[src/rtl/apsp_pkg.sv]
// Shared constants and types for the all-pairs shortest path block.
`timescale 1ns / 1ps
package apsp_pkg;
  localparam int NODES_DEF     = 8;
  localparam int DIST_BITS_DEF = 16;
  localparam int NODE_W        = 3;
  localparam int WEIGHT_W      = 16;
  localparam int IN_DATA_W     = 24;
  localparam int OUT_DATA_W    = 24;

  // operation codes
  localparam logic OP_WRITE = 1'b0;
  localparam logic OP_RUN   = 1'b1;

  typedef enum logic [1:0] {
    ST_IDLE,
    ST_RELAX,
    ST_EMIT
  } state_t;

  // per-cycle control handed to every cell
  typedef struct packed {
    logic shift;  // take the neighbor's handed row
    logic relax;  // hand the relaxed row instead of the stored one
  } cell_ctrl_t;
endpackage

[src/rtl/apsp_cell.sv]
// One cell of the ring: holds one matrix row and relaxes it against the pivot row.
`timescale 1ns / 1ps
module apsp_cell #(
  parameter int NODES     = apsp_pkg::NODES_DEF,
  parameter int DIST_BITS = apsp_pkg::DIST_BITS_DEF,
  parameter int IDX_BITS  = (NODES > 1) ? $clog2(NODES) : 1
) (
  input  logic                             clk,
  input  apsp_pkg::cell_ctrl_t             ctrl,
  input  logic                             wr_en,
  input  logic [IDX_BITS-1:0]              wr_col,
  input  logic [DIST_BITS-1:0]             wr_data,
  input  logic [IDX_BITS-1:0]              pivot_idx,
  input  logic [NODES-1:0][DIST_BITS-1:0]  pivot_row,
  input  logic [NODES-1:0][DIST_BITS-1:0]  row_in,
  output logic [NODES-1:0][DIST_BITS-1:0]  row_out,
  output logic [NODES-1:0][DIST_BITS-1:0]  hand_out
);
  import apsp_pkg::*;

  localparam logic [DIST_BITS-1:0] INF = {DIST_BITS{1'b1}};

  logic [NODES-1:0][DIST_BITS-1:0] row_r;
  logic [NODES-1:0][DIST_BITS-1:0] row_nxt;
  logic [NODES-1:0][DIST_BITS-1:0] relaxed;
  logic [DIST_BITS-1:0]            d_ik;

  assign d_ik = row_r[pivot_idx];

  // saturating relaxation of each entry through the pivot node
  always_comb begin
    for (int j = 0; j < NODES; j++) begin
      logic [DIST_BITS:0] s;
      logic [DIST_BITS-1:0] sat;
      s = {1'b0, d_ik} + {1'b0, pivot_row[j]};
      if (d_ik == INF || pivot_row[j] == INF || s >= {1'b0, INF}) begin
        sat = INF;
      end else begin
        sat = s[DIST_BITS-1:0];
      end
      relaxed[j] = (sat < row_r[j]) ? sat : row_r[j];
    end
  end

  assign hand_out = ctrl.relax ? relaxed : row_r;
  assign row_out  = row_r;

  // row register: shift from neighbor or single-entry write
  always_comb begin
    row_nxt = row_r;
    if (ctrl.shift) begin
      row_nxt = row_in;
    end else if (wr_en) begin
      row_nxt[wr_col] = wr_data;
    end
  end

  always_ff @(posedge clk) begin
    row_r <= row_nxt;
  end
endmodule

[config.mk]
export PLATFORM = sky130hd
export DESIGN_NAME = apsp_cell
export DESIGN_NICKNAME = d
export VERILOG_FILES = /design/src/rtl/apsp_pkg.sv /design/src/rtl/apsp_cell.sv
export SDC_FILE = /design/constraint.sdc
export NUM_CORES = 1
export LEC_CHECK = 0
export BUFFER_PORTS_ARGS = -buffer_cell sky130_fd_sc_hd__buf_2
export CORE_AREA = 2 2 209 211
export DETAILED_ROUTE_END_ITERATION = 12
export DIE_AREA = 0 0 211 213
export PLACE_DENSITY = 0.68
export REMOVE_ABC_BUFFERS = 1
export SLEW_MARGIN = 20
export SYNTH_ARGS = -nofsm -noshare
export SYNTH_HDL_FRONTEND = slang
export SYNTH_SLANG_ARGS = --single-unit
[constraint.sdc]
create_clock -name clk -period 9.09 [get_ports clk]
set_input_delay 0.909 -clock clk [delete_from_list [all_inputs] [get_ports clk]]
set_output_delay 0.909 -clock clk [all_outputs]
set_load 0.02 [all_outputs]
==> results by group <==
Status
  – Status: complete, no violations

STA
  – Setup violators final: 0
  – Fin crit share: a little over nine tenths
  – RSZ-0062 raised after global routing: no
  – Hold Violations, Final: 0
  – Highest Clock Rate: 115.5 MHz
  – Worst slew pin tran: 997.9 ps
  – Slew HR: between 30 and 40%
  – Min Hold Slack: 745.4 ps
  – Setup TNS: 0 ps
  – Final worst path period need: 8660 ps
  – Slew Limit Fails: 0

Die
  – IO Pins: ~540
  – Core area: 0.04270 mm²
  – Die X: 211 µm
  – Die ar.: 0.04494 mm²
  – Initial Util: 40.54%
  – Row count: 76
  – Die height: 213 µm

Route
  – Via count: 18930
  – Post-DRT Antenna Nets: 0
  – Routed len/inst: ~28 µm
  – Final wirelength: 85290 µm
  – Avg Vias per Cell: 6.236
  – DR pass1 iterations: 8
  – DR iter-0 viols: 1874
  – Remaining DRCs: 0

Clock tree
  – Root buffer cell: clkbuf_16
  – Reg clk slew, reported paths: 70 ps
  – Post-CTS resize count: 0
  – Postcts setup bufs: 0
  – CTS tree: done
  – Clock sink total: 128
  – H-Tree Depth: 4
  – TritonCTS Buffers: 17
  – Max clock buf depth: 2
  – Cts hold-fix bufs: 0

Power and ir drop
  – Gate power share: roughly 65%
  – Sw power: around 2200 µW
  – Internal cell power: 2277 µW
  – Clk network pwr share: approximately 16%
  – Peak supply drop: 0.09997 mV
  – Leak: 0.009880 µW
  – Overall power: 4476 µW
  – Sw Share: 49.13%
  – PwrDens: 210.5 mW/mm²
  – Flop pwr share: a little under a fifth

Cells and area
  – # nets final: about 3000
  – Share of cells above drive strength 1: 31.47%
  – Most frequent cells in the layout: buf_2, ha_1, nand2_1, o21ai_0, inv_1
  – Post-route design area: 0.02126 mm²
  – Commonest non-fill, non-tap cell in the layout: buf_2
  – Area grow syn2layout: 22.81%
  – Final Non-Filler Cells: 3036
  – Max reg flops: 128

Logic synthesis
  – Yosys cell types: 76
  – Syn avg cell area: 8.918 µm²
  – Synth area leader: edfxtp_1
  – YS warnings: 0
  – Gate Count Post-Synth: 1941
  – Mapped cell area: approximately 0.017 mm²
  – Async set-or-reset flop fraction in the synthesized netlist: 0%
  – Main synth FF type: edfxtp_1
  – Flops & latches, synth: 128
  – Largest cells by area after synthesis: edfxtp_1, ha_1, mux2_2, o21ai_0, nand2_1
  – Top cell type's share of synthesized area: ~22%
  – EDFF count, synth: between 100 and 150
  – Register area share after synthesis: 22.20%

Global route
  – Largest net degree at the start of global routing: 71
  – First-pass GRT wire length: about 120000 µm
  – Antenna violations before repair: 25
  – Total congestion overflow: 0
  – Gr usage total: between 30% and 40%
  – Vias in the first global route: 17850

Worst setup path
  – Worst path max stage delay: 610 ps
  – Setup crit end kind: output port
  – CP Launch Type: input pin
  – Critical setup path kind: input pin to output port
  – CP arrival: 7750 ps
  – CP max FO: 16
  – Critical Path RT: ~8200 ps
  – Crit-path slowest cell: o21ai_4
  – Critical path buffers and inverters: 3
  – Crit-path leading delay family: compound AO/OA/AOI/OAI gates
  – Cells along the critical path: buf_2 -> buf_4 -> mux4_2 -> o21ai_4 -> ha_1 -> a211oi_1 -> o21ai_0 -> a31oi_1 -> xor2_1 -> or2_2 -> or4_1 -> o41a_1 -> a21bo_2 -> ha_1 -> nand4_1 -> or4_1 -> a31oi_1 -> or3_1 -> mux2_2 -> buf_2

Placement
  – Final HPWL DP: 69630 µm
  – I/O Buffers: 537
  – Post-DP Area: 0.02063 mm²
  – Placed Cells: between 2000 and 3000
  – Gpl congestion: 1.023

Min path
  – Worst hold path type: input pin to register

Job
  – Max-Cap Viols: 0
[tightest hold or removal path: stages]
cell and delay [ps]:
buf_2 70, nand2_1 40, o21ai_0 60
[per-stage QoR]
step / util [%] / worst slack, ps
2_1_floorplan: - / 724.2
3_3_place_gp: 48.31 / 638.4
3_5_place_dp: 48.31 / 515.5
4_1_cts: 49.69 / 515.6
5_1_grt: 49.74 / 72.16
6_report: 49.79 / 430.5
[cell usage after synthesis (28+ instances only)]
library cell / number
a211oi_1: 37
a21o_1: 59
a21oi_1: 113
a22o_1: 65
clkbuf_1: 41
edfxtp_1: 128
ha_1: 248
inv_1: 143
mux2_2: 114
mux4_2: 32
nand2_1: 204
nand2b_1: 49
nand3_1: 28
nand4_1: 63
nor2_1: 67
nor2b_1: 31
nor3_1: 31
o21ai_0: 171
xnor2_1: 40
xor2_1: 45
[path summary, 6_finish.rpt]
check	start	end	slack, ps	depth (start not counted)
worst max-delay path	pivot_idx[0]	hand_out[69]	430	20
worst min-delay path	row_in[84]	row_out[84]	750	3
[cells by family after synthesis]
family	after synthesis	synth area share, %
AOI/OAI and AO/OA	566	21.50
and+or+nand+nor	539	15.58
adders and majority gates	256	18.85
buffers and inverters	205	4.734
muxes	162	12.83
DFF	128	22.20
xor gates and xnor gates	85	4.301
[layer usage]
metal | wire, µm | global-route usage [%] | part of all wire [%] | vias up
met2 | 38610 | 58.55 | 45 | 1191
met3 | 8418 | 7.119 | 9.9 | 231
li1 | - | - | - | 8420
met5 | 63 | 0 | 0.074 | -
met4 | 4449 | 18.14 | 5.2 | 10
met1 | 33750 | 47.72 | 40 | 9081
[area by class of cell]
type	count	area (µm²)
inverter	143	536.8
fill	4160	21440
clock inverter	15	161.4
sequential	128	3844
multi-input combinational	1608	12690
clock buffer	17	425.4
tap	546	683.2
timing repair buffer	561	2870
antenna	18	45.04
[power by group through the flow]
| stage | registers, µW | logic, µW | clock network (µW) |
|---|---|---|---|
| after floorplan | 841 | 1900 | 0 |
| after global placement | 851 | 2820 | 0 |
| after detailed placement | 852 | 2860 | 0 |
| after CTS | 839 | 2880 | 706 |
| after global routing | 845 | 3170 | 728 |
| final | 848 | 2920 | 705 |
Power figures use the tool's default switching activity.
